[src/ac4toc_pkg.sv]
package ac4toc_pkg;

    // header geometry
    localparam int HdrBytes   = 10;
    localparam int HdrBits    = HdrBytes * 8;
    localparam int QueueDepth = 2;

    // sync word and length escape
    localparam logic [7:0] SYNC_B0     = 8'hAC;
    localparam logic [7:0] SYNC_B1_A   = 8'h40;
    localparam logic [7:0] SYNC_B1_B   = 8'h41;
    localparam logic [7:0] LEN_ESCAPE  = 8'hFF;

    // frame rate index limit
    localparam logic [3:0] TOP_INDEX   = 4'd13;

    // result status codes
    localparam logic [1:0] ST_OK        = 2'd0;
    localparam logic [1:0] ST_SHORT     = 2'd1;
    localparam logic [1:0] ST_BAD_INDEX = 2'd2;
    localparam logic [1:0] ST_BAD_441   = 2'd3;

    // samples per frame at 44.1k
    localparam logic [11:0] SPF_441 = 12'd2048;

    // one decode job handed from front to back
    typedef struct packed {
        logic               short_frame;
        logic [HdrBits-1:0] hdr;
    } job_t;

    // samples per frame at 48k by frame rate index
    function automatic logic [11:0] spf_48k(input logic [3:0] idx);
        logic [11:0] spf;
        case (idx)
            4'd0:    spf = 12'd1920;
            4'd1:    spf = 12'd1920;
            4'd2:    spf = 12'd2048;
            4'd3:    spf = 12'd1536;
            4'd4:    spf = 12'd1536;
            4'd5:    spf = 12'd960;
            4'd6:    spf = 12'd960;
            4'd7:    spf = 12'd1024;
            4'd8:    spf = 12'd768;
            4'd9:    spf = 12'd768;
            4'd10:   spf = 12'd512;
            4'd11:   spf = 12'd384;
            4'd12:   spf = 12'd384;
            4'd13:   spf = 12'd2048;
            default: spf = 12'd0;
        endcase
        return spf;
    endfunction

endpackage

[src/ac4toc_if.sv]
// byte channel into the parser
interface ac4toc_byte_if;
    logic       valid;
    logic       ready;
    logic [7:0] byte_value;
    logic       frame_start;
    logic       frame_end;

    modport source (output valid, output byte_value, output frame_start, output frame_end,
                    input ready);
    modport sink   (input valid, input byte_value, input frame_start, input frame_end,
                    output ready);
endinterface

// header result channel out of the parser
interface ac4toc_res_if;
    logic        valid;
    logic        ready;
    logic [1:0]  status;
    logic        is_sync_frame;
    logic [9:0]  seq_number;
    logic        rate_is_48k;
    logic [11:0] frame_samples;

    modport source (output valid, output status, output is_sync_frame,
                    output seq_number, output rate_is_48k, output frame_samples,
                    input ready);
    modport sink   (input valid, input status, input is_sync_frame,
                    input seq_number, input rate_is_48k, input frame_samples,
                    output ready);
endinterface

[src/ac4toc_front.sv]
module ac4toc_front import ac4toc_pkg::*;
(
    input  logic                clk,
    input  logic                rst_n,
    ac4toc_byte_if.sink         bytes,
    input  logic                queue_full,
    output logic                push,
    output job_t                job
);

    logic [3:0] cnt_reg;
    logic [3:0] cnt_next;
    logic       done_reg;
    logic       done_next;
    logic [7:0] store_reg [HdrBytes-1];

    logic       take;
    logic [3:0] cnt_eff;
    logic       done_eff;
    logic       active;
    logic       last_byte;

    assign bytes.ready = !queue_full;
    assign take        = bytes.valid && bytes.ready;

    // frame start restarts the count before the byte is taken
    always_comb
    begin
        cnt_eff   = bytes.frame_start ? 4'd0 : cnt_reg;
        done_eff  = bytes.frame_start ? 1'b0 : done_reg;
        active    = take && !done_eff;
        last_byte = (cnt_eff == 4'(HdrBytes - 1));
        push      = active && (last_byte || bytes.frame_end);
    end

    // job assembly: stored bytes plus the byte in transfer
    always_comb
    begin
        job.short_frame = !last_byte;
        for (int i = 0; i < HdrBytes - 1; i++)
        begin
            job.hdr[HdrBits-1-8*i -: 8] = store_reg[i];
        end
        job.hdr[7:0] = bytes.byte_value;
    end

    // next count and wait state
    always_comb
    begin
        cnt_next  = cnt_reg;
        done_next = done_reg;
        if (take)
        begin
            cnt_next  = cnt_eff + {3'd0, active};
            done_next = done_eff || push;
        end
    end

    always_ff @(posedge clk or negedge rst_n)
    begin
        if (!rst_n)
        begin
            cnt_reg  <= 4'd0;
            done_reg <= 1'b1;
        end
        else
        begin
            cnt_reg  <= cnt_next;
            done_reg <= done_next;
        end
    end

    // header byte store
    always_ff @(posedge clk)
    begin
        if (active && (cnt_eff < 4'(HdrBytes - 1)))
        begin
            store_reg[cnt_eff] <= bytes.byte_value;
        end
    end

endmodule

[src/ac4toc_queue.sv]
module ac4toc_queue import ac4toc_pkg::*;
(
    input  logic clk,
    input  logic rst_n,
    input  logic push,
    input  job_t push_job,
    output logic full,
    output logic pop_valid,
    output job_t pop_job,
    input  logic pop
);

    logic [1:0] count_reg;
    logic [1:0] count_next;
    logic       wr_ptr_reg;
    logic       wr_ptr_next;
    logic       rd_ptr_reg;
    logic       rd_ptr_next;
    job_t       entry_reg [QueueDepth];

    assign full      = (count_reg == 2'(QueueDepth));
    assign pop_valid = (count_reg != 2'd0);
    assign pop_job   = entry_reg[rd_ptr_reg];

    // pointer and fill count update
    always_comb
    begin
        wr_ptr_next = push ? !wr_ptr_reg : wr_ptr_reg;
        rd_ptr_next = pop  ? !rd_ptr_reg : rd_ptr_reg;
        count_next  = count_reg + {1'b0, push} - {1'b0, pop};
    end

    always_ff @(posedge clk or negedge rst_n)
    begin
        if (!rst_n)
        begin
            count_reg  <= 2'd0;
            wr_ptr_reg <= 1'b0;
            rd_ptr_reg <= 1'b0;
        end
        else
        begin
            count_reg  <= count_next;
            wr_ptr_reg <= wr_ptr_next;
            rd_ptr_reg <= rd_ptr_next;
        end
    end

    // entry write
    always_ff @(posedge clk)
    begin
        if (push)
        begin
            entry_reg[wr_ptr_reg] <= push_job;
        end
    end

endmodule

[src/ac4toc_back.sv]
module ac4toc_back import ac4toc_pkg::*;
(
    input  logic          clk,
    input  logic          rst_n,
    input  logic          job_valid,
    input  job_t          job,
    output logic          pop,
    ac4toc_res_if.source  results
);

    logic        valid_reg;
    logic        valid_next;
    logic [1:0]  status_reg;
    logic        sync_reg;
    logic [9:0]  seq_reg;
    logic        rate_reg;
    logic [11:0] spf_reg;

    logic [7:0]  h0, h1, h2, h3, h4, h5, h6;
    logic        sync;
    logic        esc;
    logic [23:0] plen;
    logic [26:0] limit;
    logic [23:0] win;
    logic [9:0]  seq;
    logic        wait_flag;
    logic [2:0]  wait_bits;
    logic        rate;
    logic [3:0]  idx;
    logic [1:0]  status;
    logic [11:0] spf;

    // field end check against the payload bound, sync frames only
    function automatic logic fits(input logic bounded, input logic [26:0] lim,
                                  input logic [4:0] end_pos);
        return !bounded || ({22'd0, end_pos} <= lim);
    endfunction

    // sync word and payload length
    always_comb
    begin
        h0    = job.hdr[79:72];
        h1    = job.hdr[71:64];
        h2    = job.hdr[63:56];
        h3    = job.hdr[55:48];
        h4    = job.hdr[47:40];
        h5    = job.hdr[39:32];
        h6    = job.hdr[31:24];
        sync  = (h0 == SYNC_B0) && ((h1 == SYNC_B1_A) || (h1 == SYNC_B1_B));
        esc   = (h2 == LEN_ESCAPE) && (h3 == LEN_ESCAPE);
        plen  = esc ? {h4, h5, h6} : {8'd0, h2, h3};
        limit = {plen, 3'b000};
        if (!sync)
        begin
            win = job.hdr[79:56];
        end
        else if (esc)
        begin
            win = job.hdr[23:0];
        end
        else
        begin
            win = job.hdr[47:24];
        end
    end

    // table of contents fields, msb first in the window
    always_comb
    begin
        seq       = fits(sync, limit, 5'd12) ? win[21:12] : 10'd0;
        wait_flag = fits(sync, limit, 5'd13) && win[11];
        wait_bits = fits(sync, limit, 5'd16) ? win[10:8] : 3'd0;
        if (!wait_flag)
        begin
            rate = fits(sync, limit, 5'd14) && win[10];
            idx  = fits(sync, limit, 5'd18) ? win[9:6] : 4'd0;
        end
        else if (wait_bits != 3'd0)
        begin
            rate = fits(sync, limit, 5'd19) && win[5];
            idx  = fits(sync, limit, 5'd23) ? win[4:1] : 4'd0;
        end
        else
        begin
            rate = fits(sync, limit, 5'd17) && win[7];
            idx  = fits(sync, limit, 5'd21) ? win[6:3] : 4'd0;
        end
    end

    // index checks and rate table lookup
    always_comb
    begin
        if (idx > TOP_INDEX)
        begin
            status = ST_BAD_INDEX;
        end
        else if (!rate && (idx != TOP_INDEX))
        begin
            status = ST_BAD_441;
        end
        else
        begin
            status = ST_OK;
        end
        if (status == ST_OK)
        begin
            spf = rate ? spf_48k(idx) : SPF_441;
        end
        else
        begin
            spf = 12'd0;
        end
    end

    // output register handshake
    assign pop = job_valid && (!valid_reg || results.ready);

    always_comb
    begin
        valid_next = valid_reg;
        if (pop)
        begin
            valid_next = 1'b1;
        end
        else if (results.ready)
        begin
            valid_next = 1'b0;
        end
    end

    always_ff @(posedge clk or negedge rst_n)
    begin
        if (!rst_n)
        begin
            valid_reg <= 1'b0;
        end
        else
        begin
            valid_reg <= valid_next;
        end
    end

    // result payload
    always_ff @(posedge clk)
    begin
        if (pop)
        begin
            if (job.short_frame)
            begin
                status_reg <= ST_SHORT;
                sync_reg   <= 1'b0;
                seq_reg    <= 10'd0;
                rate_reg   <= 1'b0;
                spf_reg    <= 12'd0;
            end
            else
            begin
                status_reg <= status;
                sync_reg   <= sync;
                seq_reg    <= seq;
                rate_reg   <= rate;
                spf_reg    <= spf;
            end
        end
    end

    assign results.valid         = valid_reg;
    assign results.status        = status_reg;
    assign results.is_sync_frame = sync_reg;
    assign results.seq_number    = seq_reg;
    assign results.rate_is_48k   = rate_reg;
    assign results.frame_samples = spf_reg;

endmodule

[src/ac4_toc_header_parser.sv]
// AC-4 table-of-contents header parser. Frame bytes come in one per transfer on the
// byte channel, with frame_start on the first byte of a frame and frame_end on the last
// byte of the buffer. The parser keeps the first ten bytes and gives one result per frame:
// the decoded header on the tenth byte, or a short-frame status if frame_end comes first.
// Bytes before a frame start, and after the result of a frame, are taken and dropped.
// A byte is taken every cycle while the queue is not full; the front stores bytes and hands
// finished headers to a two-entry queue, the back decodes one header per cycle when its
// output register is free or being read, results pass the queue and that register, and the
// byte channel only stalls when the queue is full because results are not being taken.
module ac4_toc_header_parser import ac4toc_pkg::*;
(
    input  logic          clk,
    input  logic          rst_n,
    ac4toc_byte_if.sink   bytes,
    ac4toc_res_if.source  results
);

    logic queue_full;
    logic push;
    job_t push_job;
    logic job_valid;
    job_t job;
    logic pop;

    // byte intake and header capture
    ac4toc_front u_front
    (
        .clk        (clk),
        .rst_n      (rst_n),
        .bytes      (bytes),
        .queue_full (queue_full),
        .push       (push),
        .job        (push_job)
    );

    // job queue between front and back
    ac4toc_queue u_queue
    (
        .clk       (clk),
        .rst_n     (rst_n),
        .push      (push),
        .push_job  (push_job),
        .full      (queue_full),
        .pop_valid (job_valid),
        .pop_job   (job),
        .pop       (pop)
    );

    // header decode and result register
    ac4toc_back u_back
    (
        .clk       (clk),
        .rst_n     (rst_n),
        .job_valid (job_valid),
        .job       (job),
        .pop       (pop),
        .results   (results)
    );

endmodule

[src/flat_wrapper.sv]
// flat-port wrapper written by rule: the top's interface ports become plain ports
module ac4_toc_header_parser_flat import ac4toc_pkg::*;
  (clk, rst_n, bytes_valid, bytes_byte_value, bytes_frame_start, bytes_frame_end, bytes_ready, results_valid, results_status, results_is_sync_frame, results_seq_number, results_rate_is_48k, results_frame_samples, results_ready);
  ac4toc_byte_if bytes_i ();
  ac4toc_res_if results_i ();
  input  logic clk;
  input  logic rst_n;
  input wire logic [$bits(bytes_i.valid)-1:0] bytes_valid;
  input wire logic [$bits(bytes_i.byte_value)-1:0] bytes_byte_value;
  input wire logic [$bits(bytes_i.frame_start)-1:0] bytes_frame_start;
  input wire logic [$bits(bytes_i.frame_end)-1:0] bytes_frame_end;
  output wire logic [$bits(bytes_i.ready)-1:0] bytes_ready;
  output wire logic [$bits(results_i.valid)-1:0] results_valid;
  output wire logic [$bits(results_i.status)-1:0] results_status;
  output wire logic [$bits(results_i.is_sync_frame)-1:0] results_is_sync_frame;
  output wire logic [$bits(results_i.seq_number)-1:0] results_seq_number;
  output wire logic [$bits(results_i.rate_is_48k)-1:0] results_rate_is_48k;
  output wire logic [$bits(results_i.frame_samples)-1:0] results_frame_samples;
  input wire logic [$bits(results_i.ready)-1:0] results_ready;
  assign bytes_i.valid = bytes_valid;
  assign bytes_i.byte_value = bytes_byte_value;
  assign bytes_i.frame_start = bytes_frame_start;
  assign bytes_i.frame_end = bytes_frame_end;
  assign bytes_ready = bytes_i.ready;
  assign results_valid = results_i.valid;
  assign results_status = results_i.status;
  assign results_is_sync_frame = results_i.is_sync_frame;
  assign results_seq_number = results_i.seq_number;
  assign results_rate_is_48k = results_i.rate_is_48k;
  assign results_frame_samples = results_i.frame_samples;
  assign results_i.ready = results_ready;
  ac4_toc_header_parser u_core (.clk(clk), .rst_n(rst_n), .bytes(bytes_i), .results(results_i));
endmodule
[config.mk]
export PLATFORM = sky130hd
export DESIGN_NAME = ac4_toc_header_parser_flat
export DESIGN_NICKNAME = d
export VERILOG_FILES = /design/src/ac4toc_pkg.sv /design/src/ac4toc_if.sv /design/src/ac4toc_front.sv /design/src/ac4toc_queue.sv /design/src/ac4toc_back.sv /design/src/ac4_toc_header_parser.sv /design/src/flat_wrapper.sv
export SDC_FILE = /design/constraint.sdc
export NUM_CORES = 1
export LEC_CHECK = 0
export BUFFER_PORTS_ARGS = -buffer_cell sky130_fd_sc_hd__buf_2
export CORE_MARGIN = 3
export CORE_UTILIZATION = 45
export DETAILED_ROUTE_END_ITERATION = 8
export SYNTH_ARGS = -nofsm -noshare
export SYNTH_HDL_FRONTEND = slang
export SYNTH_HIERARCHICAL = 1
export SYNTH_SLANG_ARGS = --single-unit
[constraint.sdc]
create_clock -name clk -period 9.2 [get_ports clk]
set_input_delay 1.84 -clock clk [delete_from_list [all_inputs] [get_ports clk]]
set_output_delay 1.84 -clock clk [all_outputs]
set_load 0.05 [all_outputs]
==> results.json <==
{
  "pwr-share-comb_pct": 26.1,
  "crit_path_frequent_cell": "buf_4",
  "fin_skew_ns": 0.0190,
  "worstPathMaxFanout": 52,
  "drt_iter0_drc": 424,
  "cp_top_family": "compound AO/OA/AOI/OAI gates",
  "grt_max_degree": 79,
  "die_w_microns": 160,
  "r2r_slack_ns": 3.58,
  "max_stage_delay_ns": 1.11,
  "powerDensity_nw_per_um2": 309,
  "die_h_microns": 160,
  "fill_cells": 1851,
  "p_leak_nw": 4.27,
  "ios": 42,
  "io_buffers": 35,
  "crit_type": "reg -> reg",
  "nNetsFinal": 651,
  "syn_avg_cell_area_sq_um": 18.3,
  "grt_pass1_wl_microns": 30200,
  "cts-resized-gates": 0,
  "dp_hpwl_microns": 12200,
  "fp-row-count": 55,
  "cp-end-kind": "flip-flop",
  "setup-violations-final": 0,
  "antenna_cells": 0,
  "use_met3_pct": 2.78,
  "via_per_inst": 5.25,
  "seq_power_share_pct": 43.1,
  "cts_buffer_depth": 3,
  "cts_tree": "done",
  "cts_root_buffer": "clkbuf_16",
  "timing.final.crit_share_pct": 61.1,
  "arrival_ns": 5.90,
  "max_slew_margin_pct": 22.1,
  "dr.pass1.iters": 5,
  "drive_above_1_share_pct": 29.9,
  "rsz0062_at_grt": "no",
  "hold_path_class": "reg -> reg",
  "crit_chain": "buf_4, mux2_4, nand4_1, nor4_4, buf_4, mux2_2, a21oi_2, mux2i_1, a211oi_1, and2_4, a21oi_1, or2_1",
  "track_usage_pct": 15.2,
  "pwr-share-clk_pct": 30.8,
  "h-tree-depth": 1,
  "antenna_found_initial": 0,
  "irDropWorstVdd_mv": 0.162,
  "gp_congestion": 0.798,
  "dieArea_sq_um": 25500,
  "cts.sinks": 256,
  "cp-start-kind": "flip-flop",
  "maxSlewViolCount": 0,
  "timing.hold.ws_ns": 0.440,
  "ys_warn_count": 6,
  "ctsHoldBuffers": 0,
  "ant_nets": 0,
  "insertion_delay_ns": 0.53,
  "drc": 0,
  "use_met2_pct": 24.5,
  "grt_pass1_vias": 5193,
  "critPathRequiredTime_ns": 9.48,
  "fin_tns_setup_ns": 0,
  "largest_register_ffs": 156,
  "area_growth_pct": 12.2,
  "synth_cells": 583,
  "core_sq_um": 22900,
  "worst_pin_slew_ns": 1.16,
  "grt-ovfl-total": 0,
  "internal_power_w": 0.00258,
  "routed_wl_microns": 19700,
  "postCtsSetupRepairBufs": 0,
  "clkTransAtPathRegs_ns": 0.06,
  "swShare_pct": 30.1,
  "p_sw_w": 0.00111,
  "synth.cell_area_sq_um": 10600,
  "cts_buffers": 27,
  "fmax_mhz": 178,
  "busiest_layer": "met2",
  "maxCapViolCount": 0,
  "crit_slowest_cell": "dfrtp_4",
  "finalHoldViolCount": 0,
  "wl_per_cell_microns": 20.5,
  "grt_use_met1_pct": 21.8,
  "vias": 5046,
  "start_util_pct": 46.5,
  "period_minus_slack_ns": 5.62,
  "cp.buffers_inverters": 2,
  "status": "finished, final reports clean"
}
-- metrics by stage --
step,cells,power (W),cell area [sq um],utilization [%],worst slack (ns)
3_3_place_gp,913,0.00255,11000,48.0,3.83
6_report,961,0.00369,12000,52.1,3.58
2_1_floorplan,588,0.00242,10700,-,2.76
4_1_cts,961,0.00373,12000,52.1,3.63
5_1_grt,961,0.00386,12000,52.1,3.24
3_5_place_dp,913,0.00258,11000,48.0,3.65
-- power groups by stage --
| stage | Combinational, W | Clock, W | Sequential [W] |
|---|---|---|---|
| after floorplan | 0.000750 | 0 | 0.00167 |
| after global placement | 0.000944 | 0 | 0.00161 |
| after detailed placement | 0.000963 | 0 | 0.00162 |
| after CTS | 0.000967 | 0.00117 | 0.00159 |
| after global routing | 0.00103 | 0.00122 | 0.00161 |
| final | 0.000964 | 0.00114 | 0.00159 |
-- placed cells by master (no fill, tap or decap), types with 8 or more instances in the layout --
cell       instances
a21oi_1           21
buf_2             35
buf_4              9
clkbuf_16         27
dfrtp_1            8
edfxtp_1         246
ha_1               8
inv_1             14
mux2_2            12
mux2_4            77
mux2i_1           17
nand2_1           15
nor2_1            19
nor3_1            15
nor4_1            10
-- final timing paths --
| check | startpoint | endpoint | depth (start not counted) |
|---|---|---|---|
| worst max-delay path | u_core/u_queue/rd_ptr_reg$_DFFE_PN0P_ | u_core/u_back/results.status[0]$_SDFFCE_PP1P_ | 12 |
| worst min-delay path | u_core/u_front/store_reg[3][5]$_DFFE_PP_ | u_core/u_queue/entry_reg[1][53]$_DFFE_PP_ | 0 |
| worst max register to register | u_core/u_queue/rd_ptr_reg$_DFFE_PN0P_ | u_core/u_back/results.status[0]$_SDFFCE_PP1P_ | 12 |
| worst min register to register | u_core/u_front/store_reg[3][5]$_DFFE_PP_ | u_core/u_queue/entry_reg[1][53]$_DFFE_PP_ | 0 |
| max in group asynchronous | rst_n | u_core/u_front/done_reg$_DFFE_PN1P_ | 1 |
| min in group asynchronous | rst_n | u_core/u_front/cnt_reg[0]$_DFFE_PN0P_ | 1 |
-- final cells by class --
| class | count | area [sq um] | share of cell area [%] |
|---|---|---|---|
| sequential | 256 | 7640 | 64.0 |
| multi-input combinational | 286 | 2680 | 22.4 |
| clock buffer | 28 | 679 | 5.69 |
| tap | 313 | 392 | 3.28 |
| clock inverter | 20 | 267 | 2.23 |
| timing repair buffer | 44 | 243 | 2.03 |
| inverter | 14 | 52.6 | 0.440 |
-- routing by layer --
layer  wire [microns]  part of all wire, %  vias to the layer above
met1             9190                   47                     2530
met3             1020                  5.2                       24
li1                 -                    -                     2352
met2             9240                   47                      140
met4              285                  1.4                        0
met5                0                    0                        -
Note: power is estimated with default switching activity, not from simulation.
